**config.mk**
```make
export PLATFORM = sky130hd
export DESIGN_NAME = char_lcd_nibble_cursor_driver
export DESIGN_NICKNAME = d
export VERILOG_FILES = /design/src/hdl/lcdnib_pkg.sv /design/src/hdl/char_lcd_nibble_cursor_driver.sv /design/src/hdl/lcdnib_decode.sv /design/src/hdl/lcdnib_serializer.sv
export SDC_FILE = /design/constraint.sdc
export NUM_CORES = 1
export LEC_CHECK = 0
export BUFFER_PORTS_ARGS = -buffer_cell sky130_fd_sc_hd__buf_2
export CORE_AREA = 2 2 66 84
export CTS_CLUSTER_SIZE = 12
export DETAILED_ROUTE_END_ITERATION = 7
export DIE_AREA = 0 0 68 86
export SYNTH_ARGS = -nofsm -noshare
export SYNTH_HDL_FRONTEND = slang
export SYNTH_SLANG_ARGS = --single-unit
```
**constraint.sdc**
```tcl
create_clock -name clk -period 2.7 [get_ports clk]
set_input_delay 0 -clock clk [delete_from_list [all_inputs] [get_ports clk]]
set_output_delay 0 -clock clk [all_outputs]
set_load 0.01 [all_outputs]
```
**src/hdl/lcdnib_pkg.sv**
```systemverilog
// Package: shared types, command codes and constants for the LCD nibble driver.
`default_nettype none
package lcdnib_pkg;

  localparam int COLUMNS = 20;
  localparam int ROWS    = 4;
  localparam int COL_W   = $clog2(COLUMNS);
  localparam int MAX_BYTES = 5;
  localparam int NIB_IDX_W = 4;

  localparam logic [2:0] CMD_INSTR = 3'd0;
  localparam logic [2:0] CMD_CHAR  = 3'd1;
  localparam logic [2:0] CMD_GOTO  = 3'd2;
  localparam logic [2:0] CMD_INIT  = 3'd3;
  localparam logic [2:0] CMD_DATA  = 3'd4;

  localparam logic RS_INSTR = 1'b0;
  localparam logic RS_DATA  = 1'b1;

  localparam logic [7:0] SET_ADDR = 8'h80;
  localparam logic [3:0][7:0] ROW_BASE = {8'h54, 8'h14, 8'h40, 8'h00};
  localparam logic [4:0][7:0] INIT_SEQ = {8'h06, 8'h01, 8'h0c, 8'h28, 8'h02};

  typedef struct packed {
    logic [2:0] cmd;
    logic [7:0] byte_value;
    logic [1:0] row;
    logic [4:0] column;
  } in_item_t;

  typedef struct packed {
    logic       reg_select;
    logic [3:0] nibble;
    logic       last;
  } out_item_t;

  // Up to five bytes queued for one request, each with its register select.
  typedef struct packed {
    logic [MAX_BYTES-1:0][7:0] bytes;
    logic [MAX_BYTES-1:0]      rs;
    logic [2:0]                nbytes;
  } burst_t;

  typedef struct packed {
    logic busy;
    logic ready;
  } ser_status_t;

  function automatic logic [7:0] addr_instr(input logic [1:0] r, input logic [COL_W-1:0] c);
    return SET_ADDR + ROW_BASE[r] + 8'(c);
  endfunction

endpackage
`default_nettype wire

```
**src/hdl/char_lcd_nibble_cursor_driver.sv**
```systemverilog
// Top level: 4-bit character LCD host driver with cursor tracking.
// The request is registered into the burst register; the first nibble is then registered into the output register.
// One nibble per cycle while out_ready is high; a known request yields 2 to 10 nibbles (2 per byte, init 10).
// The next request is accepted in the cycle its predecessor's last nibble is registered.
// Unused command codes are accepted and produce nothing.
// Reset (synchronous, rst_n low): cursor to row 0 column 0, output and burst emptied.
`default_nettype none
module char_lcd_nibble_cursor_driver (
  input  wire logic                  clk,
  input  wire logic                  rst_n,
  input  wire logic                  in_valid,
  output logic                       in_ready,
  input  wire lcdnib_pkg::in_item_t  in_data,
  output logic                       out_valid,
  input  wire logic                  out_ready,
  output lcdnib_pkg::out_item_t      out_data
);
  import lcdnib_pkg::*;

  logic        accept;
  burst_t      burst;
  ser_status_t status;

  assign in_ready = status.ready;
  assign accept   = in_valid && in_ready;

  lcdnib_decode u_decode (
    .clk    (clk),
    .rst_n  (rst_n),
    .accept (accept),
    .item   (in_data),
    .burst  (burst)
  );

  lcdnib_serializer u_serializer (
    .clk       (clk),
    .rst_n     (rst_n),
    .load      (accept),
    .burst_in  (burst),
    .out_ready (out_ready),
    .out_valid (out_valid),
    .out_data  (out_data),
    .status    (status)
  );

  // a request with a known code always starts a burst
  a_known_cmd_busy: assert property (@(posedge clk) disable iff (!rst_n)
    (accept && (in_data.cmd == CMD_INSTR || in_data.cmd == CMD_CHAR ||
                in_data.cmd == CMD_GOTO || in_data.cmd == CMD_INIT ||
                in_data.cmd == CMD_DATA)) |=> status.busy)
    else $error("burst not started after request");

  // a non-final nibble that leaves must have a successor pending
  a_no_truncate: assert property (@(posedge clk) disable iff (!rst_n)
    (out_valid && out_ready && !out_data.last) |=> (out_valid || status.busy))
    else $error("burst truncated");

  // nothing is accepted while a busy burst is stalled at the output
  a_no_overrun: assert property (@(posedge clk) disable iff (!rst_n)
    (status.busy && out_valid && !out_ready) |-> !in_ready)
    else $error("request accepted while burst stalled");

  // reset empties the output
  a_reset_empty: assert property (@(posedge clk)
    !rst_n |=> !out_valid)
    else $error("output valid after reset");

endmodule
`default_nettype wire

```
**src/hdl/lcdnib_decode.sv**
```systemverilog
// Decoder: turns one request into a byte burst and tracks the cursor.
`default_nettype none
module lcdnib_decode (
  input  wire logic               clk,
  input  wire logic               rst_n,
  input  wire logic               accept,
  input  wire lcdnib_pkg::in_item_t item,
  output lcdnib_pkg::burst_t      burst
);
  import lcdnib_pkg::*;

  logic [1:0]       cur_row_r, cur_row_nxt;
  logic [COL_W-1:0] cur_col_r, cur_col_nxt;
  logic [COL_W:0]   col_inc;
  logic [1:0]       row_inc;
  logic [1:0]       goto_row;
  logic [COL_W-1:0] goto_col;

  always_comb begin
    col_inc = {1'b0, cur_col_r} + 1'b1;
    row_inc = (int'(cur_row_r) >= ROWS - 1) ? 2'd0 : cur_row_r + 2'd1;
    goto_row = (int'(item.row) >= ROWS) ? 2'(ROWS - 1) : item.row;
    goto_col = (int'(item.column) >= COLUMNS) ? COL_W'(COLUMNS - 1) : COL_W'(item.column);
  end

  always_comb begin
    burst.bytes  = '0;
    burst.rs     = '0;
    burst.nbytes = 3'd0;
    cur_row_nxt  = cur_row_r;
    cur_col_nxt  = cur_col_r;
    unique case (item.cmd)
      CMD_INSTR: begin
        burst.bytes[0] = item.byte_value;
        burst.rs[0]    = RS_INSTR;
        burst.nbytes   = 3'd1;
      end
      CMD_CHAR: begin
        burst.bytes[0] = item.byte_value;
        burst.rs[0]    = RS_DATA;
        burst.nbytes   = 3'd1;
        if (int'(col_inc) >= COLUMNS) begin
          // wrap to the start of the next row and move the display address there
          cur_col_nxt    = '0;
          cur_row_nxt    = row_inc;
          burst.bytes[1] = addr_instr(row_inc, '0);
          burst.rs[1]    = RS_INSTR;
          burst.nbytes   = 3'd2;
        end else begin
          cur_col_nxt = col_inc[COL_W-1:0];
        end
      end
      CMD_GOTO: begin
        burst.bytes[0] = addr_instr(goto_row, goto_col);
        burst.rs[0]    = RS_INSTR;
        burst.nbytes   = 3'd1;
        cur_row_nxt    = goto_row;
        cur_col_nxt    = goto_col;
      end
      CMD_INIT: begin
        burst.bytes  = INIT_SEQ;
        burst.rs     = '0;
        burst.nbytes = 3'(MAX_BYTES);
        cur_row_nxt  = '0;
        cur_col_nxt  = '0;
      end
      CMD_DATA: begin
        burst.bytes[0] = item.byte_value;
        burst.rs[0]    = RS_DATA;
        burst.nbytes   = 3'd1;
      end
      default: begin
        // drop unused codes: no burst, cursor holds
      end
    endcase
  end

  always_ff @(posedge clk) begin
    if (!rst_n) begin
      cur_row_r <= '0;
      cur_col_r <= '0;
    end else if (accept) begin
      cur_row_r <= cur_row_nxt;
      cur_col_r <= cur_col_nxt;
    end
  end

endmodule
`default_nettype wire

```
**src/hdl/lcdnib_serializer.sv**
```systemverilog
// Serializer: holds a byte burst and sends it out one nibble per cycle while out_ready is high.
`default_nettype none
module lcdnib_serializer (
  input  wire logic                  clk,
  input  wire logic                  rst_n,
  input  wire logic                  load,
  input  wire lcdnib_pkg::burst_t    burst_in,
  input  wire logic                  out_ready,
  output logic                       out_valid,
  output lcdnib_pkg::out_item_t      out_data,
  output lcdnib_pkg::ser_status_t    status
);
  import lcdnib_pkg::*;

  burst_t               burst_r;
  logic                 busy_r;
  logic [NIB_IDX_W-1:0] nib_idx_r;
  logic                 out_valid_r;
  out_item_t            out_data_r;

  logic                 load_out;
  logic                 is_last;
  logic [NIB_IDX_W-1:0] last_idx;
  logic [7:0]           byte_sel;
  out_item_t            nib_nxt;
  logic                 busy_nxt;
  logic [NIB_IDX_W-1:0] nib_idx_nxt;

  always_comb begin
    load_out = busy_r && (!out_valid_r || out_ready);
    last_idx = {burst_r.nbytes, 1'b0} - 4'd1;
    is_last  = (nib_idx_r == last_idx);
    byte_sel = burst_r.bytes[nib_idx_r[3:1]];
    nib_nxt.reg_select = burst_r.rs[nib_idx_r[3:1]];
    // high nibble first
    nib_nxt.nibble = nib_idx_r[0] ? byte_sel[3:0] : byte_sel[7:4];
    nib_nxt.last   = is_last;
    status.busy    = busy_r;
    status.ready   = !busy_r || (load_out && is_last);
  end

  always_comb begin
    busy_nxt    = busy_r;
    nib_idx_nxt = nib_idx_r;
    if (load_out) begin
      if (is_last) begin
        busy_nxt    = 1'b0;
        nib_idx_nxt = '0;
      end else begin
        nib_idx_nxt = nib_idx_r + 1'b1;
      end
    end
    // a new burst takes over in the cycle the old one ends
    if (load && burst_in.nbytes != 3'd0) begin
      busy_nxt    = 1'b1;
      nib_idx_nxt = '0;
    end
  end

  always_ff @(posedge clk) begin
    if (!rst_n) begin
      busy_r      <= 1'b0;
      nib_idx_r   <= '0;
      out_valid_r <= 1'b0;
    end else begin
      busy_r    <= busy_nxt;
      nib_idx_r <= nib_idx_nxt;
      if (load_out) begin
        out_valid_r <= 1'b1;
      end else if (out_ready) begin
        out_valid_r <= 1'b0;
      end
    end
  end

  always_ff @(posedge clk) begin
    if (load) begin
      burst_r <= burst_in;
    end
    if (load_out) begin
      out_data_r <= nib_nxt;
    end
  end

  assign out_valid = out_valid_r;
  assign out_data  = out_data_r;

endmodule
`default_nettype wire
```
==> results of run 1 <==
==> registers in the layout, indices dropped and copies added (netlist names) <==
name                    count
u_serializer.nib_idx_r      4
u_decode.cur_col_r          5
u_decode.cur_row_r          2
u_serializer.out_valid      1
u_serializer.busy_r         1
u_serializer.out_data       6
u_serializer.burst_r       16
==> worst paths after layout <==
kind / start / endpoint / slack, ns / depth (start not counted)
min: rst_n / u_decode.cur_col_r[0] / 0.01 / 2
min reg2reg: u_decode.cur_row_r[1] / u_decode.cur_row_r[1] / 0.48 / 2
max reg2reg: u_serializer.burst_r[0] / u_serializer.burst_r[15] / 0.56 / 8
max: u_serializer.burst_r[0] / u_serializer.burst_r[15] / 0.56 / 8
==> report_power, final <==
part	switching (W)	internal [W]
Clock	0.000178	0.000180
Combinational	0.000119	0.0000846
Sequential	0.0000141	0.000608
Total	0.000311	0.000872
==> placed cells by master (no fill, tap or decap), types with 2 or more instances in the layout <==
| cell | instances |
|---|---|
| xor2_1 | 3 |
| nand2b_1 | 4 |
| mux2i_1 | 7 |
| nor2b_1 | 5 |
| inv_1 | 7 |
| nand2_1 | 20 |
| a21oi_1 | 12 |
| o21a_1 | 2 |
| buf_2 | 29 |
| buf_4 | 6 |
| edfxtp_1 | 22 |
| nor3b_1 | 2 |
| nand3_1 | 6 |
| o22ai_1 | 2 |
| o32ai_1 | 2 |
| and2_1 | 6 |
| o41ai_1 | 3 |
| a22oi_1 | 4 |
| dfxtp_1 | 13 |
| ha_1 | 8 |
| a31o_2 | 3 |
| xnor2_1 | 6 |
| nor2_1 | 22 |
| a211oi_1 | 3 |
| clkbuf_8 | 5 |
| a31oi_1 | 2 |
| nand4_1 | 3 |
| o21ai_0 | 17 |
==> cells by family after synthesis <==
kind of cell	Yosys count	share of synthesized area
AOI/OAI and AO/OA	57	0.1877
xor gates and xnor gates	10	0.04949
adders and majority gates	8	0.04828
buffers and inverters	19	0.03802
DFF	35	0.4442
muxes	8	0.03923
and+or+nand+nor	78	0.1931
==> layout make-up <==
class | count | area (um2)
Inverter | 8 | 35.03
Clock inverter | 2 | 12.51
Sequential cell | 35 | 920.9
Clock buffer | 6 | 72.57
Fill cell | 482 | 2615
Timing Repair Buffer | 36 | 200.2
Multi-Input combinational cell | 161 | 1074
Tap cell | 62 | 77.57
==> critical path: stages (launching register included) <==
cell and delay [ns]:
edfxtp_1 0.41, inv_1 0.08, ha_1 0.23, xnor2_1 0.25
nor3_4 0.09, a31oi_4 0.31, clkinv_4 0.14, and2_1 0.18
buf_4 0.19
==> through the flow <==
| step | cell area, um2 | worst slack, ns | hold WS [ns] | power, W |
|---|---|---|---|---|
| finish | 2392 | 0.5647 | 0.01132 | 0.001183 |
| global route | 2392 | 0.4340 | 0.007381 | 0.001242 |
| CTS | 2392 | 0.5595 | 0.001046 | 0.001195 |
| detailed placement | 2297 | 0.5887 | 0.3009 | 0.0008355 |
| global placement | 2297 | 0.6277 | 0.3013 | 0.0008340 |
| floorplan | 2073 | 0.5203 | 0.1334 | 0.0007711 |
==> layer usage <==
layer / wire (um) / vias to the layer above / track usage
met5: 0 / - / 0
met4: 126 / 0 / 0.07455
met3: 152 / 10 / 0.03543
met2: 2095 / 44 / 0.2692
met1: 1893 / 733 / 0.1900
li1: - / 849 / -
==> impl_metrics.ini, run 1 <==
[clocking]
cts_tree = done
cts_resized = 0
cts-root-buf = clkbuf_8
cts_max_level = 2
path_clk_slew_ns = 0.07
clkSinkCount = 35
cts_setup_buffers = 0
cts_hold_buf = 1
clk_latency_ns = 0.28
clockBufferDepth = 2
tritoncts.num_buffers = 5

[power]
p_per_area_nw_per_um2 = 494.6
max-vdd-ir-drop_uv = 175.0
p_leak_nw = 0.9328

[critical_path]
cp_max_fo = 16
arrival_ns = 2.16
required_ns = 2.73
worst_setup_path_end_kind = flop
critPathKind = flop to flop
critPathLaunchType = flop

[cells_and_area]
fin_cells = 310
layout.nets = 277
n_antenna_cell = 0
fin_util = 0.4778
syn2layout_area_growth_pct = 15.39
drive_above_1_share = 0.2177

[yosys]
synth_top_area_share = 0.3186
syn_area_um2 = 2073
syn_inst = 215
yosysTopAreaCell = edfxtp_1
async_flop_share = 0
synth_nets = 245
yosys_register_bits = 35
synth_cell_types = 47
synth_ff_type = edfxtp_1
yosys_warnings = 0
synth_area_leaders = edfxtp_1 32%, dfxtp_1 13%, ha_1 4.8%
seq_area_frac_synth = 0.4442
synth_edf_count = 22
synthTopCellsByCount = 22 x edfxtp_1, 22 x nor2_1, 20 x nand2_1, 17 x o21ai_0, 13 x dfxtp_1
syn_area_per_cell_um2 = 9.643

[timing]
report.final.hold_viol_count = 0
fin_crit_sh = 0.7909
finClkSkew_ns = 0.01063
timing.fmax_ghz = 0.4683
slew_headroom = 0.6144
report.final.slew_viol_count = 0
setup_viol = 0
rsz0062_at_grt = false
tns_ns = 0
period_needed_ns = 2.135
tightest_slew_ns = 0.5771

[job]
drv_cap = 0

[routing]
wl_per_cell_um = 13.76
drt_wl_total_um = 4267
via_count = 1636
via_per_inst = 5.277
first_pass_iters = 4
remaining_drc_errors = 0
initialDrtViolationCount = 110
ant_nets = 0

[grt]
grt_use_total = 0.1603
grt_antenna_before_repair = 0
grt_overflow_total = 0
grt_max_degree = 17
grt_pass1_wl_um = 7093
first_global_vias = 1555

[floorplanning]
design.core.area_um2 = 5007
ios = 30
die_area_um2 = 5848
initial_utilization = 0.4140
rows = 29
die_y_um = 86
die_w_um = 68

[placed_design]
gp_routability_congestion = 0.8610
dp.cells = 301
hpwl_um = 3285
io_buffer_count = 29

[min_path]
hp-class = primary input to flop

[run_status]
run_status = completed
Power figures use the tool's default switching activity.
==> inputs of run 2 (changes only) <==
==> constraint.sdc (replaced) <==
create_clock -name clk -period 2.1 [get_ports clk]
set_input_delay 0 -clock clk [delete_from_list [all_inputs] [get_ports clk]]
set_output_delay 0 -clock clk [all_outputs]
set_load 0.01 [all_outputs]
==> impl_metrics.ini, run 2 (synthesized netlist as in run 1, its figures left out) <==
[placed_design]
io_buffer_count = 29
dp.cells = 304
place_area_um2 = 2321
hpwl_um = 3447
pre_cts_slack_ns = 0.02934
gp_routability_congestion = 0.8519

[clocking]
cts_resized = 0
clkSinkCount = 35
cts_setup_buffers = 0
tritoncts.num_buffers = 5
cts-root-buf = clkbuf_8
path_clk_slew_ns = 0.07
clk_latency_ns = 0.28
cts_max_level = 2
cts_tree = done
clockBufferDepth = 2
cts_hold_buf = 0

[timing]
fin_crit_sh = 0.9420
slew_headroom = 0.6199
setup_viol = 0
report.final.hold_viol_count = 0
timing.fmax_ghz = 0.5055
rsz0062_at_grt = false
tightest_slew_ns = 0.5681
report.final.slew_viol_count = 0
tns_ns = 0
period_needed_ns = 1.978
setup_slack_ns = 0.1218
finClkSkew_ns = 0.007577

[cells_and_area]
multi_input_comb_area_um2 = 1076
syn2layout_area_growth_pct = 16.48
drive_above_1_share = 0.2360
nFillCells = 506
final_common_cell = buf_2
fin_cells = 312
layout.nets = 279
seqCellArea_um2 = 922.1
final_cell_mix = 29 x buf_2, 22 x nor2_1, 22 x edfxtp_1
top_register = u_serializer.burst_r
postLayoutCellArea_um2 = 2415
largest_register_ffs = 16
n_antenna_cell = 0

[job]
drv_cap = 0

[floorplanning]
die_y_um = 86
initial_utilization = 0.4140
design.core.area_um2 = 5007
die_area_um2 = 5848
rows = 29
ios = 30
die_w_um = 68

[routing]
wl_per_cell_um = 14.35
via_per_inst = 5.388
remaining_drc_errors = 0
ant_nets = 0
first_pass_iters = 4
initialDrtViolationCount = 125
drt_wl_total_um = 4477
via_count = 1681

[critical_path]
r2r_cells = 9
worst_setup_path_end_kind = flop
crit_slowest_cell = edfxtp_1
arrival_ns = 2.16
crit_path_start = u_serializer.burst_r[0]
endpoint = u_decode.cur_col_r[4]
crit_chain = inv_1, ha_1, xor3_1, nor3_4, a31oi_4, clkinv_4, buf_4, nand2_2, o41ai_2
critPathKind = flop to flop
critPathLaunchType = flop
slowest_delay_ns = 0.40
cp_max_fo = 9
r2r_setup_slack_ns = 0.12
r2r-end = u_decode.cur_col_r[4]
r2r_start = u_serializer.burst_r[0]
required_ns = 2.29

[power]
p_per_area_nw_per_um2 = 649.8
max-vdd-ir-drop_uv = 264.1
p_leak_nw = 0.9524

[grt]
grtUsageMet3 = 0.03150
grt_overflow_total = 0
busiest_layer = met2
gr-usage-met2 = 0.2877
first_global_vias = 1652
grt_antenna_before_repair = 0
grt_pass1_wl_um = 7638
grt_use_total = 0.1700
use_met1 = 0.2102
grt_max_degree = 17

[run_status]
run_status = completed

[min_path]
hp-class = primary input to flop
[run 2: stage by stage]
stage | hold slack, ns | power [W] | utilization
6_report | 0.01068 | 0.001569 | 0.4823
5_1_grt | 0.01434 | 0.001644 | 0.4823
4_1_cts | 0.004651 | 0.001580 | 0.4818
3_5_place_dp | 0.3046 | 0.001082 | 0.4635
3_3_place_gp | 0.3021 | 0.001079 | 0.4635
2_1_floorplan | 0.1334 | 0.0009916 | -
[run 2: worst min path at each step]
stage / cells after the start / startpoint / endpoint
CTS: 2 / rst_n / u_decode.cur_col_r[0]
global placement: 3 / out_ready / u_serializer.out_valid
detailed placement: 2 / rst_n / u_decode.cur_col_r[0]
floorplan: 1 / rst_n / u_decode.cur_col_r[0]
global route: 2 / rst_n / u_decode.cur_col_r[0]
finish: 2 / rst_n / u_decode.cur_col_r[0]
[run 2: layer usage]
layer | share of wire | wire, um
met5 | 0 | 0
met4 | 0.018 | 80
met3 | 0.036 | 163
met2 | 0.51 | 2295
met1 | 0.43 | 1937
[run 2: where the power goes]
group | switching [W] | total [W] | internal [W]
Clock | 0.000238 | 0.000502 | 0.000265
Sequential | 0.0000191 | 0.000800 | 0.000781
Combinational | 0.000155 | 0.000267 | 0.000112
Total | 0.000411 | 0.00157 | 0.00116
[run 2: area by class of cell]
type	count	share of cell area
Multi-Input combinational cell	161	0.4456
Sequential cell	35	0.3819
Timing Repair Buffer	38	0.08808
Clock buffer	7	0.03575
Tap cell	62	0.03212
Inverter	8	0.01451
Clock inverter	1	0.002073
[run 2: critical path: cells and delay by family, from the launching register on]
family                   cells  cell delay [ns]
AO/OA/AOI/OAI                2             0.46
flip-flops                   1             0.40
AND/OR/NAND/NOR              2             0.33
buffers and inverters        3             0.29
XOR/XNOR                     1             0.26
adder cells (fa/ha/maj)      1             0.15
==> inputs of run 3 (changes only) <==
--- a/config.mk
+++ b/config.mk
@@ -6,10 +6,13 @@
 export NUM_CORES = 1
 export LEC_CHECK = 0
 export BUFFER_PORTS_ARGS = -buffer_cell sky130_fd_sc_hd__buf_2
+export CELL_PAD_IN_SITES_DETAIL_PLACEMENT = 1
+export CELL_PAD_IN_SITES_GLOBAL_PLACEMENT = 1
 export CORE_AREA = 2 2 66 84
 export CTS_CLUSTER_SIZE = 12
 export DETAILED_ROUTE_END_ITERATION = 7
 export DIE_AREA = 0 0 68 86
+export PLACE_DENSITY_LB_ADDON = 0.1
 export SYNTH_ARGS = -nofsm -noshare
 export SYNTH_HDL_FRONTEND = slang
 export SYNTH_SLANG_ARGS = --single-unit
==> impl_metrics.ini, run 3 (synthesized netlist as in run 1, its figures left out) <==
[critical_path]
critPathLaunchType = flop
critPathKind = flop to flop
required_ns = 2.31
arrival_ns = 2.20
worst_setup_path_end_kind = flop
cp_max_fo = 6
critPathTopFamily = compound AO/OA/AOI/OAI gates
crit_slowest_cell = edfxtp_1
worst-path-buf-inv = 2
crit_chain = inv_1, ha_1, xnor2_2, nor3_4, a31oi_4, buf_4, a211o_1, a21oi_1
slowest_delay_ns = 0.39

[floorplanning]
ios = 30
die_w_um = 68
die_y_um = 86
die_area_um2 = 5848
initial_utilization = 0.4140
rows = 29
design.core.area_um2 = 5007

[power]
pwr-share-clk = 0.353
swShare = 0.2565
total_power_w = 0.001673
internal-power_w = 0.001244
p_per_area_nw_per_um2 = 683.3
seqPwrFrac = 0.479
max-vdd-ir-drop_uv = 324.5
power.share.combinational = 0.167
p_leak_nw = 0.9691
p_sw_w = 0.0004292

[timing]
tns_ns = 0
slew_headroom = 0.6101
rsz0062_at_grt = false
whs_ns = 0.01619
finClkSkew_ns = 0.01136
report.final.slew_viol_count = 0
timing.fmax_ghz = 0.5034
fin_crit_sh = 0.9460
tightest_slew_ns = 0.5836
period_needed_ns = 1.987
setup_slack_ns = 0.1133
setup_viol = 0
report.final.hold_viol_count = 0

[cells_and_area]
final_common_cell = buf_2
nFillCells = 581
fin_cells = 313
largest_register_ffs = 16
drive_above_1_share = 0.2390
top_register = u_serializer.burst_r
syn2layout_area_growth_pct = 18.11
n_antenna_cell = 0
layout.nets = 280
final_cell_mix = 29 x buf_2, 22 x nor2_1, 22 x edfxtp_1

[routing]
via_count = 1741
remaining_drc_errors = 0
drt_wl_total_um = 5249
first_pass_iters = 4
ant_nets = 0
via_per_inst = 5.562
initialDrtViolationCount = 43
wl_per_cell_um = 16.77

[grt]
first_global_vias = 1822
grt_overflow_total = 0
grt_max_degree = 17
grt_pass1_wl_um = 8783
grt_use_total = 0.2009
grt_antenna_before_repair = 0

[job]
drv_cap = 0

[clocking]
tritoncts.num_buffers = 5
cts-root-buf = clkbuf_8
clkSinkCount = 35
cts_setup_buffers = 0
cts_max_level = 2
clk_latency_ns = 0.29
path_clk_slew_ns = 0.07
cts_tree = done
clockBufferDepth = 2

[min_path]
hp-class = primary input to flop

[placed_design]
gp_routability_congestion = 0.9010
dp.cells = 304
hpwl_um = 4025
io_buffer_count = 29
pre_cts_slack_ns = 0.03048

[run_status]
run_status = completed
[run 3: final cells by class]
| class | count | area [um2] | area share |
|---|---|---|---|
| repair buffers | 39 | 222.7 | 0.09096 |
| inverters | 8 | 35.03 | 0.01431 |
| well taps | 62 | 77.57 | 0.03168 |
| clock buffers | 5 | 68.82 | 0.02810 |
| clock inverters | 3 | 38.79 | 0.01584 |
| multi-input cells | 161 | 1084 | 0.4425 |
| flip-flops and latches | 35 | 922.1 | 0.3766 |
[run 3: final timing paths]
path | startpoint | to | slack, ns | depth (start not counted)
worst min register to register | u_decode.cur_row_r[1] | u_decode.cur_row_r[1] | 0.49 | 2
worst min-delay path | rst_n | u_decode.cur_col_r[0] | 0.02 | 2
worst max-delay path | u_serializer.burst_r[0] | u_decode.cur_col_r[1] | 0.11 | 8
worst max register to register | u_serializer.burst_r[0] | u_decode.cur_col_r[1] | 0.11 | 8
[run 3: power by group through the flow]
stage               registers (W)  clock network [W]  logic [W]
finish                   0.000802           0.000591   0.000280
global placement         0.000816                  0   0.000263
detailed placement       0.000817                  0   0.000272
floorplan                0.000820                  0   0.000172
global route             0.000807           0.000632   0.000313
CTS                      0.000802           0.000601   0.000279
[run 3: repair_timing]
| action | 4_1_cts | 5_1_grt |
|---|---|---|
| hold endpoints to repair | 1 | 0 |
| pin swaps | 0 | 2 |
| gates resized for setup | 1 | 2 |
| setup endpoints to repair | 16 | 5 |
| hold buffers | 1 | 0 |
[run 3: metrics by stage]
stage | area (um2) | util
floorplan | 2074 | -
global placement | 2321 | 0.4635
detailed placement | 2321 | 0.4635
CTS | 2440 | 0.4873
global route | 2449 | 0.4890
finish | 2449 | 0.4890
[run 3: layer usage]
layer,global-route usage,up-vias,part of all wire
met1,0.2273,844,0.40
met2,0.3601,35,0.54
li1,-,851,-
met3,0.04331,11,0.034
met5,0,-,0
met4,0.07091,0,0.019
